==> src/design/drc_pkg.sv <==
// Package for the dirty bitmap run coalescer: widths, codes, controller types
// and the command and status structs between controller and datapath.
// Depends on nothing.
`default_nettype none
package drc_pkg;

  localparam int WORD_BITS   = 32;
  localparam int BIT_W       = $clog2(WORD_BITS);
  localparam int WC_W        = 15;
  localparam int CELL_W      = WC_W + BIT_W;
  localparam int COUNT_W     = CELL_W + 1;
  localparam int MAX_COLUMNS = 1024;
  localparam int ROW_LIMIT   = 1024;
  localparam int DIM_W       = 11;
  localparam int COL_W       = 10;
  localparam int ROW_W       = 10;
  localparam int LEN_W       = 11;
  localparam int COLOR_W     = 16;
  localparam int ACT_W       = 2;

  localparam int CFG_IDX_W  = 3;
  localparam int CFG_DATA_W = 16;

  localparam int S_TDATA_W = 3 * WORD_BITS;
  localparam int S_TUSER_W = ACT_W + 1;
  localparam int M_TDATA_W = 48;

  localparam int DIV_STEPS = CELL_W;
  localparam int DIV_CNT_W = $clog2(DIV_STEPS);

  // Register indexes of the configuration port.
  localparam logic [CFG_IDX_W-1:0] REG_COLUMNS    = 3'd0;
  localparam logic [CFG_IDX_W-1:0] REG_ROWS       = 3'd1;
  localparam logic [CFG_IDX_W-1:0] REG_BRIGHT     = 3'd2;
  localparam logic [CFG_IDX_W-1:0] REG_DIM        = 3'd3;
  localparam logic [CFG_IDX_W-1:0] REG_BACKGROUND = 3'd4;

  // Action codes carried with every input word.
  localparam logic [ACT_W-1:0] ACT_DIRTY  = 2'd0;
  localparam logic [ACT_W-1:0] ACT_DIM    = 2'd1;
  localparam logic [ACT_W-1:0] ACT_BRIGHT = 2'd2;
  localparam logic [ACT_W-1:0] ACT_NONE   = 2'd3;

  typedef enum logic [2:0] {
    ST_IDLE,
    ST_PREP,
    ST_BASE,
    ST_BASE_WAIT,
    ST_SCAN,
    ST_FLUSH,
    ST_EMIT_WAIT,
    ST_FIN
  } ctrl_state_e;

  typedef enum logic [1:0] {
    RET_BASE,
    RET_SCAN,
    RET_FIN
  } ret_state_e;

  typedef struct packed {
    logic in_load;
    logic prep;
    logic div_start;
    logic div_sel_run;
    logic base_load;
    logic scan_take;
    logic scan_adv;
    logic pend_load;
    logic fin_push;
  } drc_cmd_t;

  typedef struct packed {
    logic in_skip;
    logic div_done;
    logic pend_free;
    logic run_open;
    logic item_first;
    logic item_last;
    logic bit_set;
    logic bit_past;
    logic bit_split;
    logic bit_final;
  } drc_sts_t;

endpackage
`default_nettype wire

==> src/design/drc_divider.sv <==
// Restoring divider, one quotient bit per cycle, for cell index to row/column.
// Depends on drc_pkg.
`default_nettype none
module drc_divider (
  input  logic                        clk_i,
  input  logic                        rst_ni,
  input  logic                        start_i,
  input  logic [drc_pkg::CELL_W-1:0]  dividend_i,
  input  logic [drc_pkg::DIM_W-1:0]   divisor_i,
  output logic                        busy_o,
  output logic [drc_pkg::CELL_W-1:0]  quot_o,
  output logic [drc_pkg::DIM_W-1:0]   rem_o
);
  import drc_pkg::*;

  logic                 busy_q;
  logic [DIV_CNT_W-1:0] cnt_q;
  logic [CELL_W-1:0]    quot_q;
  logic [DIM_W-1:0]     rem_q;
  logic [DIM_W-1:0]     dvs_q;
  logic [DIM_W:0]       shifted;
  logic [DIM_W:0]       diff;
  logic                 qbit;

  assign shifted = {rem_q, quot_q[CELL_W-1]};
  assign qbit    = shifted >= {1'b0, dvs_q};
  assign diff    = shifted - {1'b0, dvs_q};

  always_ff @(posedge clk_i or negedge rst_ni) begin
    if (!rst_ni) begin
      busy_q <= 1'b0;
      cnt_q  <= '0;
    end else if (start_i) begin
      busy_q <= 1'b1;
      cnt_q  <= '0;
    end else if (busy_q) begin
      cnt_q <= cnt_q + DIV_CNT_W'(1);
      if (cnt_q == DIV_CNT_W'(DIV_STEPS - 1)) begin
        busy_q <= 1'b0;
      end
    end
  end

  always_ff @(posedge clk_i) begin
    if (start_i) begin
      quot_q <= dividend_i;
      rem_q  <= '0;
      dvs_q  <= divisor_i;
    end else if (busy_q) begin
      quot_q <= {quot_q[CELL_W-2:0], qbit};
      rem_q  <= qbit ? diff[DIM_W-1:0] : shifted[DIM_W-1:0];
    end
  end

  assign busy_o = busy_q;
  assign quot_o = quot_q;
  assign rem_o  = rem_q;

endmodule
`default_nettype wire

==> src/design/drc_datapath.sv <==
// Datapath of the run coalescer: configuration, item and run registers, bit scan,
// pending result and output register. Depends on drc_pkg and drc_divider.
`default_nettype none
module drc_datapath (
  input  logic                           clk_i,
  input  logic                           rst_ni,
  input  logic                           cfg_we_i,
  input  logic [drc_pkg::CFG_IDX_W-1:0]  cfg_index_i,
  input  logic [drc_pkg::CFG_DATA_W-1:0] cfg_wdata_i,
  input  logic [drc_pkg::S_TDATA_W-1:0]  s_tdata_i,
  input  logic [drc_pkg::S_TUSER_W-1:0]  s_tuser_i,
  input  logic                           s_tlast_i,
  output logic                           m_tvalid_o,
  input  logic                           m_tready_i,
  output logic [drc_pkg::M_TDATA_W-1:0]  m_tdata_o,
  output logic                           m_tlast_o,
  input  drc_pkg::drc_cmd_t              cmd_i,
  output drc_pkg::drc_sts_t              sts_o
);
  import drc_pkg::*;

  // Configuration registers.
  logic [DIM_W-1:0]   cols_q, rows_q;
  logic [COLOR_W-1:0] bright_q, dimc_q, bg_q;

  // Current item.
  logic [ACT_W-1:0]     act_q;
  logic [WORD_BITS-1:0] chg_q, lit_q, dimb_q;
  logic                 first_q, last_q;

  // Block state.
  logic [WC_W-1:0]    wc_q;
  logic               run_open_q;
  logic [CELL_W-1:0]  run_start_q, run_end_q;
  logic [COLOR_W-1:0] open_color_q;
  logic [COUNT_W-1:0] cell_count_q;
  logic [BIT_W-1:0]   b_q;
  logic [COL_W-1:0]   col_q;

  // Pending result and output register.
  logic               pend_valid_q;
  logic [COL_W-1:0]   pend_col_q;
  logic [ROW_W-1:0]   pend_row_q;
  logic [LEN_W-1:0]   pend_len_q;
  logic [COLOR_W-1:0] pend_color_q;
  logic               out_valid_q;
  logic               out_last_q;
  logic [COL_W-1:0]   out_col_q;
  logic [ROW_W-1:0]   out_row_q;
  logic [LEN_W-1:0]   out_len_q;
  logic [COLOR_W-1:0] out_color_q;

  logic [DIM_W-1:0]     eff_cols, eff_rows, divisor;
  logic [2*DIM_W-1:0]   cell_prod;
  logic [CELL_W-1:0]    idx, dividend, run_span;
  logic [COUNT_W-1:0]   end_next;
  logic [COLOR_W-1:0]   color;
  logic                 col_wrap;
  logic                 out_free, push;
  logic                 div_busy;
  logic [CELL_W-1:0]    div_quot;
  logic [DIM_W-1:0]     div_rem;

  assign eff_cols  = (cols_q > DIM_W'(MAX_COLUMNS)) ? DIM_W'(MAX_COLUMNS) : cols_q;
  assign eff_rows  = (rows_q > DIM_W'(ROW_LIMIT)) ? DIM_W'(ROW_LIMIT) : rows_q;
  assign divisor   = (eff_cols == '0) ? DIM_W'(1) : eff_cols;
  assign cell_prod = eff_cols * eff_rows;

  always_ff @(posedge clk_i or negedge rst_ni) begin
    if (!rst_ni) begin
      cols_q   <= DIM_W'(1);
      rows_q   <= DIM_W'(1);
      bright_q <= '1;
      dimc_q   <= '0;
      bg_q     <= '0;
    end else if (cfg_we_i) begin
      case (cfg_index_i)
        REG_COLUMNS:    cols_q   <= cfg_wdata_i[DIM_W-1:0];
        REG_ROWS:       rows_q   <= cfg_wdata_i[DIM_W-1:0];
        REG_BRIGHT:     bright_q <= cfg_wdata_i[COLOR_W-1:0];
        REG_DIM:        dimc_q   <= cfg_wdata_i[COLOR_W-1:0];
        REG_BACKGROUND: bg_q     <= cfg_wdata_i[COLOR_W-1:0];
        default: ;
      endcase
    end
  end

  always_ff @(posedge clk_i) begin
    if (cmd_i.in_load) begin
      act_q   <= s_tuser_i[ACT_W-1:0];
      first_q <= s_tuser_i[ACT_W];
      last_q  <= s_tlast_i;
      chg_q   <= s_tdata_i[WORD_BITS-1:0];
      lit_q   <= s_tdata_i[2*WORD_BITS-1:WORD_BITS];
      dimb_q  <= s_tdata_i[3*WORD_BITS-1:2*WORD_BITS];
    end
    if (cmd_i.prep) begin
      cell_count_q <= cell_prod[COUNT_W-1:0];
    end
  end

  // Scan of the bit under the cursor. The cell index is the word count with
  // the bit position appended, as a word holds a power of two of cells.
  assign idx      = {wc_q, b_q};
  assign end_next = {1'b0, run_end_q} + COUNT_W'(1);
  assign col_wrap = ({1'b0, col_q} + DIM_W'(1)) == divisor;
  assign run_span = run_end_q - run_start_q + CELL_W'(1);
  assign dividend = cmd_i.div_sel_run ? run_start_q : {wc_q, {BIT_W{1'b0}}};

  always_comb begin
    case (act_q)
      ACT_DIRTY: color = lit_q[b_q] ? bright_q : (dimb_q[b_q] ? dimc_q : bg_q);
      ACT_DIM:   color = dimc_q;
      default:   color = bright_q;
    endcase
  end

  always_ff @(posedge clk_i or negedge rst_ni) begin
    if (!rst_ni) begin
      wc_q         <= '0;
      run_open_q   <= 1'b0;
      run_start_q  <= '0;
      run_end_q    <= '0;
      open_color_q <= '0;
      b_q          <= '0;
      col_q        <= '0;
    end else begin
      if (cmd_i.prep && first_q) begin
        wc_q <= '0;
      end else if (cmd_i.fin_push) begin
        wc_q <= wc_q + WC_W'(1);
      end
      if (cmd_i.base_load) begin
        b_q   <= '0;
        col_q <= div_rem[COL_W-1:0];
      end else if (cmd_i.scan_adv) begin
        b_q   <= b_q + BIT_W'(1);
        col_q <= col_wrap ? '0 : col_q + COL_W'(1);
      end
      if (cmd_i.pend_load) begin
        run_open_q <= 1'b0;
      end else if (cmd_i.scan_take) begin
        if (!run_open_q) begin
          run_open_q   <= 1'b1;
          run_start_q  <= idx;
          open_color_q <= color;
        end
        run_end_q <= idx;
      end
    end
  end

  // A finished run waits in the pending register until the next one arrives
  // or the word is finished, so that the final run of a word can be marked.
  assign out_free = !out_valid_q || m_tready_i;
  assign push     = (cmd_i.pend_load || cmd_i.fin_push) && pend_valid_q;

  always_ff @(posedge clk_i or negedge rst_ni) begin
    if (!rst_ni) begin
      pend_valid_q <= 1'b0;
      out_valid_q  <= 1'b0;
    end else begin
      if (cmd_i.pend_load) begin
        pend_valid_q <= 1'b1;
      end else if (cmd_i.fin_push) begin
        pend_valid_q <= 1'b0;
      end
      if (push) begin
        out_valid_q <= 1'b1;
      end else if (m_tready_i) begin
        out_valid_q <= 1'b0;
      end
    end
  end

  always_ff @(posedge clk_i) begin
    if (cmd_i.pend_load) begin
      pend_col_q   <= div_rem[COL_W-1:0];
      pend_row_q   <= div_quot[ROW_W-1:0];
      pend_len_q   <= run_span[LEN_W-1:0];
      pend_color_q <= open_color_q;
    end
    if (push) begin
      out_col_q   <= pend_col_q;
      out_row_q   <= pend_row_q;
      out_len_q   <= pend_len_q;
      out_color_q <= pend_color_q;
      out_last_q  <= cmd_i.fin_push;
    end
  end

  drc_divider u_divider (
    .clk_i      (clk_i),
    .rst_ni     (rst_ni),
    .start_i    (cmd_i.div_start),
    .dividend_i (dividend),
    .divisor_i  (divisor),
    .busy_o     (div_busy),
    .quot_o     (div_quot),
    .rem_o      (div_rem)
  );

  assign m_tvalid_o = out_valid_q;
  assign m_tlast_o  = out_last_q;
  assign m_tdata_o  = {1'b0, out_color_q, out_len_q, out_row_q, out_col_q};

  assign sts_o.in_skip    = s_tuser_i[ACT_W-1:0] == ACT_NONE;
  assign sts_o.div_done   = !div_busy;
  assign sts_o.pend_free  = !pend_valid_q || out_free;
  assign sts_o.run_open   = run_open_q;
  assign sts_o.item_first = first_q;
  assign sts_o.item_last  = last_q;
  assign sts_o.bit_set    = chg_q[b_q];
  assign sts_o.bit_past   = {1'b0, idx} >= cell_count_q;
  assign sts_o.bit_split  = run_open_q &&
                            (({1'b0, idx} != end_next) || (col_q == '0) ||
                             (color != open_color_q));
  assign sts_o.bit_final  = b_q == BIT_W'(WORD_BITS - 1);

endmodule
`default_nettype wire

==> src/design/drc_ctrl.sv <==
// Controller state machine of the run coalescer: sequences prepare, base
// division, bit scan, run emission and item finish. Depends on drc_pkg.
`default_nettype none
module drc_ctrl (
  input  logic              clk_i,
  input  logic              rst_ni,
  input  logic              s_tvalid_i,
  output logic              s_tready_o,
  input  drc_pkg::drc_sts_t sts_i,
  output drc_pkg::drc_cmd_t cmd_o
);
  import drc_pkg::*;

  ctrl_state_e state_q, state_d;
  ret_state_e  ret_q, ret_d;

  always_ff @(posedge clk_i or negedge rst_ni) begin
    if (!rst_ni) begin
      state_q <= ST_IDLE;
      ret_q   <= RET_BASE;
    end else begin
      state_q <= state_d;
      ret_q   <= ret_d;
    end
  end

  always_comb begin
    state_d = state_q;
    ret_d   = ret_q;
    case (state_q)
      ST_IDLE: begin
        if (s_tvalid_i && !sts_i.in_skip) begin
          state_d = ST_PREP;
        end
      end
      ST_PREP: begin
        if (sts_i.item_first && sts_i.run_open) begin
          ret_d   = RET_BASE;
          state_d = ST_EMIT_WAIT;
        end else begin
          state_d = ST_BASE;
        end
      end
      ST_BASE: state_d = ST_BASE_WAIT;
      ST_BASE_WAIT: begin
        if (sts_i.div_done) begin
          state_d = ST_SCAN;
        end
      end
      ST_SCAN: begin
        if (!sts_i.bit_set) begin
          if (sts_i.bit_final) begin
            state_d = ST_FLUSH;
          end
        end else if (sts_i.bit_past) begin
          state_d = ST_FLUSH;
        end else if (sts_i.bit_split) begin
          ret_d   = RET_SCAN;
          state_d = ST_EMIT_WAIT;
        end else if (sts_i.bit_final) begin
          state_d = ST_FLUSH;
        end
      end
      ST_FLUSH: begin
        if (sts_i.item_last && sts_i.run_open) begin
          ret_d   = RET_FIN;
          state_d = ST_EMIT_WAIT;
        end else begin
          state_d = ST_FIN;
        end
      end
      ST_EMIT_WAIT: begin
        if (sts_i.div_done && sts_i.pend_free) begin
          case (ret_q)
            RET_BASE: state_d = ST_BASE;
            RET_SCAN: state_d = ST_SCAN;
            default:  state_d = ST_FIN;
          endcase
        end
      end
      ST_FIN: begin
        if (sts_i.pend_free) begin
          state_d = ST_IDLE;
        end
      end
      default: state_d = ST_IDLE;
    endcase
  end

  always_comb begin
    cmd_o      = '0;
    s_tready_o = 1'b0;
    case (state_q)
      ST_IDLE: begin
        s_tready_o    = 1'b1;
        cmd_o.in_load = s_tvalid_i;
      end
      ST_PREP: begin
        cmd_o.prep = 1'b1;
        if (sts_i.item_first && sts_i.run_open) begin
          cmd_o.div_start   = 1'b1;
          cmd_o.div_sel_run = 1'b1;
        end
      end
      ST_BASE: cmd_o.div_start = 1'b1;
      ST_BASE_WAIT: cmd_o.base_load = sts_i.div_done;
      ST_SCAN: begin
        if (!sts_i.bit_set) begin
          cmd_o.scan_adv = 1'b1;
        end else if (!sts_i.bit_past) begin
          if (sts_i.bit_split) begin
            cmd_o.div_start   = 1'b1;
            cmd_o.div_sel_run = 1'b1;
          end else begin
            cmd_o.scan_take = 1'b1;
            cmd_o.scan_adv  = 1'b1;
          end
        end
      end
      ST_FLUSH: begin
        if (sts_i.item_last && sts_i.run_open) begin
          cmd_o.div_start   = 1'b1;
          cmd_o.div_sel_run = 1'b1;
        end
      end
      ST_EMIT_WAIT: cmd_o.pend_load = sts_i.div_done && sts_i.pend_free;
      ST_FIN: cmd_o.fin_push = sts_i.pend_free;
      default: ;
    endcase
  end

endmodule
`default_nettype wire

==> src/design/dirty_bitmap_run_coalescer.sv <==
// Dirty bitmap run coalescer, top level. Each input word passes through setup,
// a division for the column of the word's first cell and a bit scan, and
// every run emitted adds a division by the shared bit-serial divider that
// turns the run's first cell into row and column. The last run of a word
// moves through the pending register and then the output register to the output.
// Reset is asynchronous, active low, and restores configuration and state defaults.
`default_nettype none
module dirty_bitmap_run_coalescer (
  input  logic                           clk_i,
  input  logic                           rst_ni,
  // Configuration write port.
  input  logic                           cfg_we_i,
  input  logic [drc_pkg::CFG_IDX_W-1:0]  cfg_index_i,
  input  logic [drc_pkg::CFG_DATA_W-1:0] cfg_wdata_i,
  // Input words.
  input  logic                           s_axis_tvalid,
  output logic                           s_axis_tready,
  // tdata, lowest bit up: change_bits[31:0], lit_bits[63:32], dim_bits[95:64]
  input  logic [drc_pkg::S_TDATA_W-1:0]  s_axis_tdata,
  // tuser, lowest bit up: action[1:0], first_word[2]
  input  logic [drc_pkg::S_TUSER_W-1:0]  s_axis_tuser,
  // tlast carries last_word
  input  logic                           s_axis_tlast,
  // Output runs.
  output logic                           m_axis_tvalid,
  input  logic                           m_axis_tready,
  // tdata, lowest bit up: run_column[9:0], run_row[19:10], run_length[30:20],
  // run_color[46:31], zero pad[47]
  output logic [drc_pkg::M_TDATA_W-1:0]  m_axis_tdata,
  // tlast carries last_of_word
  output logic                           m_axis_tlast
);
  import drc_pkg::*;

  // The controller walks each accepted word through prepare, base division,
  // the scan of its bits from lowest to highest and the final flush. A run is
  // closed when the next set cell is not adjacent, starts a row, or changes
  // colour; its first cell is then divided by the column count to give row
  // and column. Closed runs wait in a pending register, so the last run of a
  // word can carry tlast, and then move to the output register, which lets
  // the next word be taken while a result still waits for its transfer.
  // Words with the unused action code are taken and dropped at once.

  drc_cmd_t cmd;
  drc_sts_t sts;

  drc_ctrl u_ctrl (
    .clk_i      (clk_i),
    .rst_ni     (rst_ni),
    .s_tvalid_i (s_axis_tvalid),
    .s_tready_o (s_axis_tready),
    .sts_i      (sts),
    .cmd_o      (cmd)
  );

  drc_datapath u_datapath (
    .clk_i       (clk_i),
    .rst_ni      (rst_ni),
    .cfg_we_i    (cfg_we_i),
    .cfg_index_i (cfg_index_i),
    .cfg_wdata_i (cfg_wdata_i),
    .s_tdata_i   (s_axis_tdata),
    .s_tuser_i   (s_axis_tuser),
    .s_tlast_i   (s_axis_tlast),
    .m_tvalid_o  (m_axis_tvalid),
    .m_tready_i  (m_axis_tready),
    .m_tdata_o   (m_axis_tdata),
    .m_tlast_o   (m_axis_tlast),
    .cmd_i       (cmd),
    .sts_o       (sts)
  );

`ifndef NO_ASSERTIONS
  // The divider is never restarted while it is still working.
  assert property (@(posedge clk_i) disable iff (!rst_ni)
    cmd.div_start |-> sts.div_done)
    else $error("divider restarted while busy");

  // A closed run is only stored once its division is done and room exists.
  assert property (@(posedge clk_i) disable iff (!rst_ni)
    cmd.pend_load |-> (sts.div_done && sts.pend_free && sts.run_open))
    else $error("run stored without result or room");

  // Finishing a word never drops the pending run.
  assert property (@(posedge clk_i) disable iff (!rst_ni)
    cmd.fin_push |-> sts.pend_free)
    else $error("word finished with pending run blocked");

  // A word with the unused action leaves the block ready for the next one.
  assert property (@(posedge clk_i) disable iff (!rst_ni)
    (s_axis_tvalid && s_axis_tready && (s_axis_tuser[1:0] == ACT_NONE))
      |=> s_axis_tready)
    else $error("dropped word did not return to ready");
`endif

endmodule
`default_nettype wire
==> config.mk <==
export PLATFORM = sky130hd
export DESIGN_NAME = dirty_bitmap_run_coalescer
export DESIGN_NICKNAME = d
export VERILOG_FILES = /design/src/design/drc_pkg.sv /design/src/design/drc_divider.sv /design/src/design/drc_datapath.sv /design/src/design/drc_ctrl.sv /design/src/design/dirty_bitmap_run_coalescer.sv
export SDC_FILE = /design/constraint.sdc
export NUM_CORES = 1
export LEC_CHECK = 0
export ABC_CLOCK_PERIOD_IN_PS = 21200
export CAP_MARGIN = 20
export CORE_UTILIZATION = 60
export CTS_BUF_LIST = sky130_fd_sc_hd__clkbuf_8
export CTS_CLUSTER_SIZE = 8
export DETAILED_ROUTE_END_ITERATION = 8
export DONT_BUFFER_PORTS = 1
export PLACE_DENSITY = 0.73
export SYNTH_ARGS = -nofsm -noshare
export SYNTH_HDL_FRONTEND = slang
export SYNTH_SLANG_ARGS = --single-unit
==> constraint.sdc <==
create_clock -name clk_i -period 21.2 [get_ports clk_i]
set_input_delay 1.06 -clock clk_i [delete_from_list [all_inputs] [get_ports clk_i]]
set_output_delay 1.06 -clock clk_i [all_outputs]
set_load 0.005 [all_outputs]
==> impl_metrics.env <==
export IMPL_ys_flop_type="sky130_fd_sc_hd__edfxtp_1"
export IMPL_synth_cell_type_count=87
export IMPL_max_slew_margin_rel_pct=29.4
export IMPL_critical_path_peak_fanout=19
export IMPL_share_seq_of_total_power_pct=38.8
export IMPL_switchingPower_mw=1.24
export IMPL_antenna_found_initial=0
export IMPL_remaining_drc_errors=0
export IMPL_cts_tree="yes"
export IMPL_vias_in_the_first_global_route=17000
export IMPL_final_cell_area_um2=26100
export IMPL_die_x_extent_um=203
export IMPL_detail_route_wl_per_cell_um=21.2
export IMPL_routed_wl_mm=58.1
export IMPL_dr_total_vias=16700
export IMPL_insertion_delay_ps=630
export IMPL_synth_seq_area_share_pct=49.0
export IMPL_cts_setup_buffers=0
export IMPL_cts_root_buf="sky130_fd_sc_hd__clkbuf_8"
export IMPL_hold_class="in -> async"
export IMPL_gp_congestion=0.943
export IMPL_grt_first_pass_wirelength_mm=92.1
export IMPL_overall_die_area_um2=41300
export IMPL_dp_cells=2613
export IMPL_ys_warnings_count=0
export IMPL_grt_overflow=0
export IMPL_path_clk_slew_ps=70
export IMPL_final_layout_size_suffix_gt1_share_pct=12.3
export IMPL_switching_share_pct=38.5
export IMPL_async_reset_ff_share_pct=39.7
export IMPL_critPathArrivalTime_ps=6940
export IMPL_share_comb_of_total_power_pct=40.5
export IMPL_insertedDiodeCount=0
export IMPL_core_area_um2=39800
export IMPL_placement_rows=73
export IMPL_powerDensity_nw_per_um2=123
export IMPL_global_route_usage_total_pct=28.9
export IMPL_fin_cells=2744
export IMPL_leakagePower_nw=10.9
export IMPL_cts_buffers=72
export IMPL_cts_htree_levels=3
export IMPL_report_final_hold_viol_count=0
export IMPL_setup_worst_path_end_class="flip-flop"
export IMPL_final_nets=2483
export IMPL_postPlaceCellArea_um2=24800
export IMPL_syn_instance_count=2163
export IMPL_postCtsResizedCells=0
export IMPL_dr_pass1_iters=5
export IMPL_finClkSkew_ps=30.3
export IMPL_netlist_area_um2=24300
export IMPL_cell_internal_power_mw=1.98
export IMPL_post_cts_hold_buffer_count=0
export IMPL_die_height_um=203
export IMPL_power_ir_vdd_worst_mv=0.0740
export IMPL_initialDrtViolationCount=1298
export IMPL_critical_path_required_ps=21610
export IMPL_max_clock_path_buffers=3
export IMPL_area_growth_syn_to_layout_pct=7.32
export IMPL_setup_violations_final=0
export IMPL_synth_enable_flop_cells=247
export IMPL_maxClockFrequency_mhz=153
export IMPL_avgSynthCellArea_um2=11.2
export IMPL_slew_violations=0
export IMPL_run_status="completed"
export IMPL_clkSinkCount=428
export IMPL_viasPerCell=6.08
export IMPL_tns_ps=0
export IMPL_grt_max_degree=171
export IMPL_ys_ff_latch=428
export IMPL_maxCapViolCount=0
export IMPL_path_class="reg -> reg"
export IMPL_power_frac_clock_pct=20.8
export IMPL_buffer_ports_inserted=0
export IMPL_final_antenna_net_count=0
export IMPL_timing_final_crit_share_pct=30.8
export IMPL_min_period_ps=6530
export IMPL_worst_setup_path_start_kind="flip-flop"
export IMPL_io_pins=175
export IMPL_dpl_hpwl_mm=41.7
export IMPL_worst_slew_pin_tran_ps=1050
export IMPL_grt_setup_unrepaired="false"
export IMPL_fillCellCount=3125
export IMPL_start_util_pct=61.0
export IMPL_syn_nets=2482
==> registers in the layout, indices dropped and copies added, names as in the netlist, 11 cells and up <==
signal	flops
u_datapath.u_divider.dvs_q	11
u_datapath.bg_q	16
u_datapath.chg_q	32
u_datapath.u_divider.quot_o	20
u_datapath.pend_color_q	16
u_datapath.u_divider.rem_o	11
u_datapath.dimb_q	32
u_datapath.run_end_q	20
u_datapath.dimc_q	16
u_datapath.rows_q	11
u_datapath.wc_q	15
u_datapath.cell_count_q	21
u_datapath.pend_len_q	11
u_datapath.lit_q	32
u_datapath.cols_q	11
u_datapath.bright_q	16
u_datapath.out_color_q	16
u_datapath.out_len_q	11
u_datapath.run_start_q	20
u_datapath.open_color_q	16
==> cells by family (layout without fill, tap and decap cells) <==
logic type | after synthesis | in the layout | share of synthesized area [%]
compound gates | 376 | 376 | 10.5
fa+ha+maj | 195 | 195 | 12.5
other cells | 1 | 1 | 0.0154
buf+inv | 338 | 394 | 5.39
xor+xnor | 93 | 93 | 3.35
mux | 153 | 153 | 7.84
flops | 428 | 428 | 49.0
simple gates | 579 | 579 | 11.4
==> layout by cell type (no fill, tap or decap), types with 13 or more instances in the layout <==
master / instances
sky130_fd_sc_hd__xnor2_1: 57
sky130_fd_sc_hd__o21ai_0: 113
sky130_fd_sc_hd__fa_1: 81
sky130_fd_sc_hd__o22a_1: 13
sky130_fd_sc_hd__inv_1: 269
sky130_fd_sc_hd__and3_1: 13
sky130_fd_sc_hd__xor2_1: 36
sky130_fd_sc_hd__edfxtp_1: 247
sky130_fd_sc_hd__mux4_2: 20
sky130_fd_sc_hd__nor2b_1: 29
sky130_fd_sc_hd__ha_1: 114
sky130_fd_sc_hd__nand4_1: 25
sky130_fd_sc_hd__mux2i_1: 35
sky130_fd_sc_hd__nand2b_1: 30
sky130_fd_sc_hd__o211ai_1: 16
sky130_fd_sc_hd__nand3_1: 38
sky130_fd_sc_hd__nor3_1: 26
sky130_fd_sc_hd__nor4_1: 17
sky130_fd_sc_hd__clkinv_1: 13
sky130_fd_sc_hd__dfstp_2: 18
sky130_fd_sc_hd__mux2_2: 89
sky130_fd_sc_hd__buf_4: 22
sky130_fd_sc_hd__a21oi_1: 54
sky130_fd_sc_hd__a21o_1: 16
sky130_fd_sc_hd__dfrtp_1: 151
sky130_fd_sc_hd__o22ai_1: 25
sky130_fd_sc_hd__nor2_1: 150
sky130_fd_sc_hd__and2_1: 14
sky130_fd_sc_hd__clkbuf_8: 79
sky130_fd_sc_hd__nand2_1: 185
==> synthesized netlist by cell type (11+ instances only) <==
cell	number	area (um^2)
sky130_fd_sc_hd__edfxtp_1	247	7420
sky130_fd_sc_hd__inv_1	235	882
sky130_fd_sc_hd__nand2_1	185	694
sky130_fd_sc_hd__dfrtp_1	152	3800
sky130_fd_sc_hd__nor2_1	151	567
sky130_fd_sc_hd__ha_1	114	1430
sky130_fd_sc_hd__o21ai_0	113	566
sky130_fd_sc_hd__mux2_2	89	1000
sky130_fd_sc_hd__fa_1	81	1620
sky130_fd_sc_hd__clkbuf_1	75	282
sky130_fd_sc_hd__xnor2_1	57	499
sky130_fd_sc_hd__a21oi_1	55	275
sky130_fd_sc_hd__nand3_1	39	195
sky130_fd_sc_hd__xor2_1	36	315
sky130_fd_sc_hd__mux2i_1	35	350
sky130_fd_sc_hd__nand2b_1	30	188
sky130_fd_sc_hd__nor2b_1	30	188
sky130_fd_sc_hd__nor3_1	27	135
sky130_fd_sc_hd__nand4_1	25	156
sky130_fd_sc_hd__o22ai_1	25	156
sky130_fd_sc_hd__mux4_2	20	450
sky130_fd_sc_hd__dfstp_2	18	473
sky130_fd_sc_hd__nor4_1	18	113
sky130_fd_sc_hd__a21o_1	16	120
sky130_fd_sc_hd__o211ai_1	16	120
sky130_fd_sc_hd__and2_1	15	93.8
sky130_fd_sc_hd__and3_1	13	81.3
sky130_fd_sc_hd__o21a_1	13	97.6
sky130_fd_sc_hd__o22a_1	13	114
sky130_fd_sc_hd__dfxtp_1	11	220
==> cell type report <==
cell class | instances | area [um^2] | share of cell area (%)
sequential | 428 | 11900 | 45.7
multi-input combinational | 1397 | 11100 | 42.6
clock buffer | 79 | 1090 | 4.17
inverter | 241 | 905 | 3.47
tap | 525 | 657 | 2.52
clock inverter | 50 | 209 | 0.801
timing repair buffer | 24 | 195 | 0.748
==> power by group through the flow <==
stage	combinational [mW]	clock (mW)	sequential (mW)
after global routing	1.46	0.713	1.26
after detailed placement	1.29	0	1.26
after floorplan	1.03	0	1.18
after global placement	1.26	0	1.25
after CTS	1.30	0.683	1.24
final	1.30	0.668	1.25
==> critical path, cell delays in order, from the launching register on <==
cell and delay (ps):
sky130_fd_sc_hd__dfrtp_1 560, sky130_fd_sc_hd__inv_2 350, sky130_fd_sc_hd__nand2_1 290, sky130_fd_sc_hd__inv_1 300, sky130_fd_sc_hd__nand2_1 120, sky130_fd_sc_hd__fa_1 570, sky130_fd_sc_hd__inv_1 50, sky130_fd_sc_hd__fa_1 540
sky130_fd_sc_hd__inv_1 60, sky130_fd_sc_hd__fa_1 470, sky130_fd_sc_hd__inv_1 50, sky130_fd_sc_hd__fa_1 520, sky130_fd_sc_hd__inv_1 50, sky130_fd_sc_hd__fa_1 520, sky130_fd_sc_hd__inv_1 40, sky130_fd_sc_hd__ha_1 310
sky130_fd_sc_hd__a21boi_0 250, sky130_fd_sc_hd__o21ai_0 140, sky130_fd_sc_hd__a21boi_0 250, sky130_fd_sc_hd__o21ai_0 190, sky130_fd_sc_hd__a211o_1 310, sky130_fd_sc_hd__a211o_1 250, sky130_fd_sc_hd__o311ai_0 90
==> worst paths after layout <==
check	slack [ps]	to	startpoint	cells after the start
hold / removal	140	u_datapath.bg_q[12]	rst_ni	0
hold reg to reg	410	u_datapath.out_row_q[1]	u_datapath.pend_row_q[1]	0
setup / recovery	14670	u_datapath.cell_count_q[19]	u_datapath.cols_q[10]	22
min in group clk_i	410	u_datapath.out_row_q[1]	u_datapath.pend_row_q[1]	0
setup reg to reg	14670	u_datapath.cell_count_q[19]	u_datapath.cols_q[10]	22
max in group asynchronous	20690	u_datapath.b_q[1]	rst_ni	0
==> metrics by stage <==
step	util [%]	worst slack, ps	power, mW	hold slack, ps
2_1_floorplan	-	13280	2.21	400
3_3_place_gp	62.2	14770	2.51	401
3_5_place_dp	62.2	14710	2.55	405
4_1_cts	65.4	14670	3.23	92.0
5_1_grt	65.5	14130	3.43	105
6_report	65.5	14670	3.22	137
==> routing by layer <==
| metal | routed length [um] | vias to the layer above | global-route usage (%) |
|---|---|---|---|
| met5 | 0 | - | 0 |
| met4 | 1940 | 0 | 11.2 |
| met3 | 3660 | 137 | 4.59 |
| met2 | 28700 | 662 | 48.2 |
| met1 | 23800 | 8243 | 38.1 |
| li1 | - | 7647 | - |
Power figures use the tool's default switching activity.
